**src/rtl/lge_pkg.sv**
```systemverilog
// Shared types and constants for the Life generation engine.
// No dependencies; imported by the top level, the row update unit and the checker.
`default_nettype none

package lge_pkg;

	// default grid bounds
	localparam int DEF_MAX_ROWS = 64;
	localparam int DEF_MAX_COLS = 128;

	// field widths
	localparam int OP_W      = 2;
	localparam int ROW_W     = 6;
	localparam int COL_W     = 7;
	localparam int S_TDATA_W = 16;
	localparam int M_TDATA_W = 8;

	// configuration port
	localparam int PADDR_W  = 3;
	localparam int PDATA_W  = 32;
	localparam int AROWS_W  = 7;
	localparam int ACOLS_W  = 8;
	localparam logic [AROWS_W-1:0] AROWS_RST = 7'd49;
	localparam logic [ACOLS_W-1:0] ACOLS_RST = 8'd105;

	// B3/S23 neighbor counts
	localparam logic [3:0] SURVIVE_LO = 4'd2;
	localparam logic [3:0] BIRTH_CNT  = 4'd3;

	typedef enum logic [OP_W-1:0] {
		OP_CLEAR = 2'd0,
		OP_WRITE = 2'd1,
		OP_READ  = 2'd2,
		OP_STEP  = 2'd3
	} op_t;

	typedef enum logic {
		REG_ACTIVE_ROWS = 1'b0,
		REG_ACTIVE_COLS = 1'b1
	} reg_idx_t;

endpackage

`default_nettype wire

```
**src/rtl/lge_row_calc.sv**
```systemverilog
// Row update unit: next generation of one grid row from the rows above and below.
// Columns wrap at the active column count. Depends on lge_pkg.
`default_nettype none

module lge_row_calc #(
	parameter int MAX_COLS = lge_pkg::DEF_MAX_COLS
) (
	input  wire logic [MAX_COLS-1:0]             up_row,
	input  wire logic [MAX_COLS-1:0]             mid_row,
	input  wire logic [MAX_COLS-1:0]             dn_row,
	input  wire logic [$clog2(MAX_COLS+1)-1:0]   ncols,
	output logic      [MAX_COLS-1:0]             new_row
);
	import lge_pkg::*;

	localparam int CAW = $clog2(MAX_COLS);

	logic [CAW-1:0] last_idx;
	logic           up_last, mid_last, dn_last;

	assign last_idx = CAW'(ncols - 1'b1);
	assign up_last  = up_row[last_idx];
	assign mid_last = mid_row[last_idx];
	assign dn_last  = dn_row[last_idx];

	for (genvar c = 0; c < MAX_COLS; c++) begin : g_col
		logic       ul, ml, dl, ur, mr, dr;
		logic [3:0] n;

		if (c == 0) begin : g_left_wrap
			assign ul = up_last;
			assign ml = mid_last;
			assign dl = dn_last;
		end else begin : g_left
			assign ul = up_row[c-1];
			assign ml = mid_row[c-1];
			assign dl = dn_row[c-1];
		end

		if (c == MAX_COLS-1) begin : g_right_wrap
			assign ur = up_row[0];
			assign mr = mid_row[0];
			assign dr = dn_row[0];
		end else begin : g_right
			logic is_last;

			assign is_last = (32'(c) == 32'(ncols) - 32'd1);
			assign ur = is_last ? up_row[0]  : up_row[c+1];
			assign mr = is_last ? mid_row[0] : mid_row[c+1];
			assign dr = is_last ? dn_row[0]  : dn_row[c+1];
		end

		assign n = 4'(ul) + 4'(up_row[c]) + 4'(ur) + 4'(ml) + 4'(mr)
			+ 4'(dl) + 4'(dn_row[c]) + 4'(dr);

		// columns past the active width stay dead
		assign new_row[c] = (32'(c) < 32'(ncols)) &&
			(mid_row[c] ? (n == SURVIVE_LO || n == BIRTH_CNT) : (n == BIRTH_CNT));
	end

endmodule

`default_nettype wire

```
**config.mk**
```make
export PLATFORM = sky130hd
export DESIGN_NAME = lge_row_calc
export DESIGN_NICKNAME = d
export VERILOG_FILES = /design/src/rtl/lge_pkg.sv /design/src/rtl/lge_row_calc.sv
export SDC_FILE = /design/constraint.sdc
export NUM_CORES = 2
export LEC_CHECK = 0
export ABC_AREA = 1
export BUFFER_PORTS_ARGS = -buffer_cell sky130_fd_sc_hd__buf_2
export CORE_UTILIZATION = 55
export DETAILED_ROUTE_END_ITERATION = 10
export PLACE_DENSITY = 0.82
export SYNTH_ARGS = -nofsm -noshare
export SYNTH_HDL_FRONTEND = slang
export SYNTH_SLANG_ARGS = --single-unit
```
**constraint.sdc**
```tcl
create_clock -name vclk -period 5.5
set_input_delay 0.275 -clock vclk [all_inputs]
set_output_delay 0.275 -clock vclk [all_outputs]
set_load 0.05 [all_outputs]
```
Word-level counts from Yosys, hierarchy flattened
Index checks and enable logic that the tools add are counted.
{ "word_totals": {"register_bits": 0, "inputBits": 392, "out_inout_bits": 128, "elab_cells": 2181} }
{ "op_classes": {"n_addsub": 898, "n_lt_le_gt_ge": 129, "eq_ne": 382, "mux": 515, "n_reduce_logical": 257} }
{ "ops": {"columns": ["op", "n"], "rows": [
  ["4-bit by 1-bit adder with 4-bit output", 512],
  ["7-bit by 32-bit == test with 1-bit output, first input constant", 63],
  ["4-bit by 2-bit == test with 1-bit output, second input constant", 256],
  ["6-bit by 32-bit == test with 1-bit output, first input constant", 32],
  ["3-bit by 1-bit adder with 4-bit output", 128],
  ["5-bit by 32-bit == test with 1-bit output, first input constant", 16],
  ["7-bit by 8-bit less-than comparator with 1-bit output, first input constant", 64],
  ["1-bit two-way mux", 512],
  ["2-bit by 1-bit adder with 3-bit output", 128],
  ["1-bit by 1-bit adder with 2-bit output", 128],
  ["4-bit by 32-bit == test with 1-bit output, first input constant", 8],
  ["6-bit by 8-bit less-than comparator with 1-bit output, first input constant", 32],
  ["3-bit by 32-bit == test with 1-bit output, first input constant", 4],
  ["1-bit logical AND", 128],
  ["1-bit logical OR", 128],
  ["5-bit by 8-bit less-than comparator with 1-bit output, first input constant", 16],
  ["2-bit by 32-bit == test with 1-bit output, first input constant", 2],
  ["4-bit by 8-bit less-than comparator with 1-bit output, first input constant", 8],
  ["1-bit by 32-bit == test with 1-bit output, first input constant", 1],
  ["32-bit zero test", 1],
  ["3-bit by 8-bit less-than comparator with 1-bit output, first input constant", 4],
  ["1-bit binary-select mux with 7-bit select", 3],
  ["1-bit by 8-bit less-than comparator with 1-bit output, first input constant", 2],
  ["2-bit by 8-bit less-than comparator with 1-bit output, first input constant", 2],
  ["3 further kinds", 3]
]} }

Depth between registers and ports, before layout
{ "logic_depth": {"word_depth": 14, "ltp_mapped": 30, "mapped_depth_nobuf": 25} }

Worst setup path after synthesis
OpenSTA, ideal clock, no wires.
{ "synth_timing": {"path_type": "input -> output", "start": "in ncols[0]", "end": "out new_row[16]", "t_arrival_ns": 7.006, "setup_slack_ns": -1.781, "cell_stages": 23, "path_buffers": 5, "cell_sequence": "buf_2 -> inv_2 -> buf_2 -> clkbuf_1 -> clkbuf_1 -> ha_1 -> nand2_1 -> inv_2 -> nand2_2 -> xor2_2 -> inv_2 -> nor2_4 -> nand2_2 -> buf_4 -> nor2_2 -> o21ai_0 -> fa_1 -> inv_1 -> fa_1 -> ha_1 -> fa_1 -> o21ai_0 -> a2111oi_0"} }
{ "synth_between": {"elab_chain_len": 13, "elab_cells_between_ends": 17, "cone_classes": "add/sub: 7; order compare: 1; eq/ne: 3; mux: 4; reduce/logical: 2"} }
{ "synth_rtl": {"columns": ["element", "line_no", "text"], "rows": [
  ["from (decl)", "lge_row_calc.sv:11", "input wire logic [$clog2(MAX_COLS+1)-1:0] ncols,"],
  ["8-bit by 1-bit subtractor with 9-bit output", "lge_row_calc.sv:47", "assign is_last = (32'(c) == 32'(ncols) - 32'd1);"],
  ["5-bit by 32-bit == test with 1-bit output", "lge_row_calc.sv:47", null],
  ["1-bit two-way mux", "lge_row_calc.sv:48", "assign ur = is_last ? up_row[0] : up_row[c+1];"],
  ["2-bit by 1-bit adder with 3-bit output", "lge_row_calc.sv:53", "assign n = 4'(ul) + 4'(up_row[c]) + 4'(ur) + 4'(ml) + 4'(mr)"],
  ["3-bit by 1-bit adder with 4-bit output", "lge_row_calc.sv:53", null],
  ["4-bit by 1-bit adder with 4-bit output", "lge_row_calc.sv:53", null],
  ["4-bit by 1-bit adder with 4-bit output (3 in a row)", "lge_row_calc.sv:54", "+ 4'(dl) + 4'(dn_row[c]) + 4'(dr);"],
  ["4-bit by 2-bit == test with 1-bit output", "lge_row_calc.sv:58", "(mid_row[c] ? (n == SURVIVE_LO || n == BIRTH_CNT) : (n == BIRTH_CNT));"],
  ["1-bit logical OR", "lge_row_calc.sv:58", null],
  ["1-bit two-way mux", "lge_row_calc.sv:58", null],
  ["1-bit logical AND *", "lge_row_calc.sv:57", "assign new_row[c] = (32'(c) < 32'(ncols)) &&"],
  ["to (decl)", "lge_row_calc.sv:12", "output logic [MAX_COLS-1:0] new_row"]
]} }
Every way passes the cells marked *; elsewhere a longest branch is shown, timed or not.

Worst setup path after layout
{ "layout_timing": {"start": "in ncols[1]", "end": "out new_row[0]"} }
{ "layout_between": {"elab_chain_len": 14, "elab_cells_between_ends": 25, "cone_classes": "add/sub: 9; order compare: 1; eq/ne: 2; mux: 10; reduce/logical: 3"} }
{ "layout_rtl": {"columns": ["element", "line_no", "text"], "rows": [
  ["7-bit by 1-bit subtractor with 7-bit output", "lge_row_calc.sv:21", "assign last_idx = CAW'(ncols - 1'b1);"],
  ["1-bit binary-select mux with 7-bit select", "lge_row_calc.sv:22", "assign up_last = up_row[last_idx];"],
  ["1-bit two-way mux (not written as such)", "lge_row_calc.sv:22", null],
  ["1-bit by 1-bit adder with 2-bit output", "lge_row_calc.sv:53", null],
  ["2-bit by 1-bit adder with 3-bit output", "lge_row_calc.sv:53", null],
  ["3-bit by 1-bit adder with 4-bit output", "lge_row_calc.sv:53", null],
  ["4-bit by 1-bit adder with 4-bit output", "lge_row_calc.sv:53", null],
  ["4-bit by 1-bit adder with 4-bit output (3 in a row)", "lge_row_calc.sv:54", null],
  ["4-bit by 2-bit == test with 1-bit output", "lge_row_calc.sv:58", null],
  ["1-bit logical OR", "lge_row_calc.sv:58", null],
  ["1-bit two-way mux", "lge_row_calc.sv:58", null],
  ["1-bit logical AND *", "lge_row_calc.sv:57", null]
]} }
Every way passes the cells marked *; elsewhere a longest branch is shown, timed or not. The select of a mux whose other input is x is not followed.

==> results.md <==
Status:
- The run finished with clean final reports.

Power:
- The clock network power share is 0%.
- The proportion of power drawn by flip-flops and latches is 0%.
- The net switching share of the total power is 63.1%.
- Internal power comes to 2790 uW.
- In this run the power spent charging and discharging nets is 4760 uW.
- The static leakage is 0.0175 uW.
- The total chip power is 7550 uW.
- The largest vdd supply drop is 0.306 mV.
- The combinational share of power is 100.0%.
- The power density normalized to cell area is 207 nW/um^2.

Timing:
- The ratio of final minimum period to clock period is 96.5%.
- Derived from the worst setup path, the maximum achievable clock frequency is 188 MHz.
- Summed over all failing endpoints, the final setup total negative slack is 0 ns.
- The worst slew margin relative to its limit is 21.2%.
- The max-slew violation count is 0.
- The slew of the pin with the lowest slew margin is 1.18 ns.
- The final count of hold timing violations is 0.
- The shortest period the worst path allows is 5.31 ns.
- The number of failing setup endpoints in the final timing report is 0.

Synth:
- The combined area of all synthesized cells is 30500 um^2.
- The compound-cell area share of the yosys netlist is 15.0%.
- The number of different library cells used by synthesis comes to 36.
- The share of the yosys chip area belonging to registers is 0%.
- The adder and majority cell fraction of the synthesized area is 49.7%.
- The share of synthesized cell area in and, or, nand and nor gates is 26.8%.
- The fraction of synthesized area in multiplexers is 0%.
- For this run, the number of Yosys warnings is 0.
- The largest total area in the synthesized netlist belongs to sky130_fd_sc_hd__fa_1.
- After synthesis, the largest family of logic cells by area is adder cells.
- Of the total synthesized cell area, the portion taken by XOR and XNOR cells is 0.0534%.
- A synthesized cell averages 6.97 um^2.
- By area the synthesized netlist is led by sky130_fd_sc_hd__fa_1 (34%), sky130_fd_sc_hd__nand2_1 (17%), sky130_fd_sc_hd__ha_1 (16%), sky130_fd_sc_hd__o21ai_0 (8.0%), sky130_fd_sc_hd__inv_1 (6.0%).
- The number of nets handed over by synthesis was 5663.
- Summed over its instances, the top area cell type makes up 33.7% of the synthesized netlist area.
- The number of instances in the synthesized netlist is 4368.

Placement:
- The count of input and output buffers is 520.
- Detailed placement finished with a half-perimeter wire length of 97300 um.
- The congestion estimate from routability-driven global placement came to 1.00.
- The number of placed instances, taps included, is 5525.

Drt:
- The total vias in the final route is 34100.
- The total wirelength of the detailed-routed design is 124000 um.
- Using the TritonRoute via totals, the vias-per-cell ratio works out to 6.12.
- Dividing the detail-routed wire length by the instance count gives 22.2 um.
- The final antenna-violating net count is 0.
- The residual DRC count is 0.
- The number of violations reported at the end of detailed-routing iteration 0 is 3577.
- The length of the first detailed-routing pass in iterations is 6.

Hold path:
- The class of the worst hold path is input port to primary output.

Global routing:
- Entering global routing, the biggest net connects 130 pins.
- The global-route wire length before repair is 185000 um.
- The global-route usage over all layers is 42.8%.
- The number of global-route vias before repair is 32500.
- For this run the aggregate overflow at the end of global routing stands at 0.
- The number of antenna violations at the first check in global routing is 35.

Critical path:
- Counting both buffers and inverters, the worst setup path holds a total of 7.
- The kind of start point of the critical path is an input port.
- STA puts the critical path data required time at 5.22 ns.
- In this design, the largest share of critical-path delay is due to adder cells.
- The critical path is of the input port to primary output type.
- The delay contributed by the slowest stage of the critical path is 0.55 ns.
- In this run the worst path has a maximum fanout of 13.
- The endpoint class of the critical path is a primary output.
- The critical path's slowest cell is sky130_fd_sc_hd__fa_1.
- STA puts the critical path data arrival time at 5.03 ns.
- The cell that appears most often on the critical path is sky130_fd_sc_hd__nand2_1.

Cells and area:
- The post-route netlist has 18.6% of its cells at a drive strength greater than 1.
- Fill cells in the final layout number 4731.
- The area overhead of the layout relative to synthesis is 19.5%.
- After the flow finishes, the layout carries non-filler instances totaling 5567.
- Registers take 0 um^2.
- The design has 0 sequential cells.
- The clock buffer count is 0.
- The number of nets in the finished design is 6143.

Die:
- The placeable core area is 54200 um^2.
- The floorplan step set the die width to 237 um.
- The total number of placement rows is 85.
- The effective utilization at floorplan is 56.1%.
- The die height is 237 um.
- The die area is 56300 um^2.
- For this design the top-level I/O count stands at 520.

Job:
- The number of violations of the max-capacitance limit is 0.

Clock tree:
- The hold buffer count at CTS is 0.
==> synth_stat cells, types with 2 or more instances <==
cell,number
sky130_fd_sc_hd__nor4b_1,6
sky130_fd_sc_hd__nand3b_1,2
sky130_fd_sc_hd__buf_1,26
sky130_fd_sc_hd__fa_1,512
sky130_fd_sc_hd__inv_1,487
sky130_fd_sc_hd__nand2_2,15
sky130_fd_sc_hd__o22ai_1,8
sky130_fd_sc_hd__clkbuf_1,113
sky130_fd_sc_hd__o21ai_0,488
sky130_fd_sc_hd__o2111ai_1,12
sky130_fd_sc_hd__ha_1,391
sky130_fd_sc_hd__o221ai_1,13
sky130_fd_sc_hd__nand3_1,215
sky130_fd_sc_hd__nor2_1,242
sky130_fd_sc_hd__a31oi_1,2
sky130_fd_sc_hd__nor4_1,19
sky130_fd_sc_hd__nor3b_1,2
sky130_fd_sc_hd__a211oi_1,50
sky130_fd_sc_hd__o21ai_1,21
sky130_fd_sc_hd__o211ai_1,34
sky130_fd_sc_hd__o2111a_1,2
sky130_fd_sc_hd__nor2_4,8
sky130_fd_sc_hd__buf_2,26
sky130_fd_sc_hd__a21oi_1,161
sky130_fd_sc_hd__nand2_1,1340
sky130_fd_sc_hd__a2111oi_0,29
sky130_fd_sc_hd__inv_2,9
sky130_fd_sc_hd__buf_4,5
sky130_fd_sc_hd__nor3_1,10
sky130_fd_sc_hd__nor2_2,97
sky130_fd_sc_hd__nand4_1,18
==> layer usage <==
| layer | track usage [%] | share of wire [%] | up-vias |
|---|---|---|---|
| li1 | - | - | 15200 |
| met1 | 53.4 | 35 | 15800 |
| met2 | 65.2 | 43 | 2386 |
| met3 | 11.7 | 14 | 588 |
| met4 | 28.0 | 8.3 | 22 |
| met5 | 0 | 0.11 | - |
==> what timing repair did <==
item | CTS | global route
setup endpoints to repair | 0 | 54
resized for setup | 0 | 40
setup buffers | 0 | 10
==> power by group through the flow <==
stage          Combinational, uW  Sequential (uW)  Clock, uW
4_1_cts                     7350                0          0
2_1_floorplan               5180                0          0
6_report                    7550                0   0.000410
3_3_place_gp                7040                0          0
3_5_place_dp                7320                0          0
5_1_grt                     8360                0   0.000438
==> layout make-up <==
type | count | area, um^2 | area share [%]
Timing Repair Buffer | 649 | 4410 | 12.1
Multi-Input combinational cell | 3700 | 29100 | 80.1
Inverter | 497 | 1900 | 5.22
Tap cell | 696 | 871 | 2.39
Antenna cell | 25 | 62.6 | 0.172
==> cells in the final DEF (no fill, tap or decap), types with 45 or more instances in the layout <==
cell / netlist / routed
sky130_fd_sc_hd__nor2_2: 97 / 100
sky130_fd_sc_hd__inv_1: 487 / 485
sky130_fd_sc_hd__ha_1: 391 / 388
sky130_fd_sc_hd__fa_1: 512 / 511
sky130_fd_sc_hd__nand2_1: 1340 / 1339
sky130_fd_sc_hd__buf_2: 26 / 487
sky130_fd_sc_hd__o21ai_0: 488 / 487
sky130_fd_sc_hd__a21oi_1: 161 / 159
sky130_fd_sc_hd__buf_12: 0 / 45
sky130_fd_sc_hd__buf_4: 5 / 99
sky130_fd_sc_hd__nand3_1: 215 / 215
sky130_fd_sc_hd__nor2_1: 242 / 235
==> logic make-up after synthesis <==
group / count (synthesis)
compound gates: 822
simple gates: 1974
buf+inv: 668
fa+ha+maj: 903
xor+xnor: 1
==> worst paths after layout <==
| kind | from | to | slack (ns) | cells past startpoint |
|---|---|---|---|---|
| max | ncols[1] | new_row[0] | 0.19 | 27 |
| min | mid_row[103] | new_row[103] | 1.04 | 4 |
==> per-stage QoR <==
| stage | hold WS (ns) | setup slack [ns] | util [%] | cell area, um^2 |
|---|---|---|---|---|
| after detailed placement | 1.05 | 0.0576 | 66.2 | 35900 |
| after CTS | 1.05 | 0.0300 | 66.2 | 35900 |
| after global routing | 1.08 | -0.0269 | 67.1 | 36400 |
| after floorplan | 0.794 | 0.00972 | - | 31600 |
| final | 1.04 | 0.190 | 67.1 | 36400 |
| after global placement | 1.04 | 0.111 | 66.2 | 35900 |
Note: power is estimated with default switching activity, not from simulation.
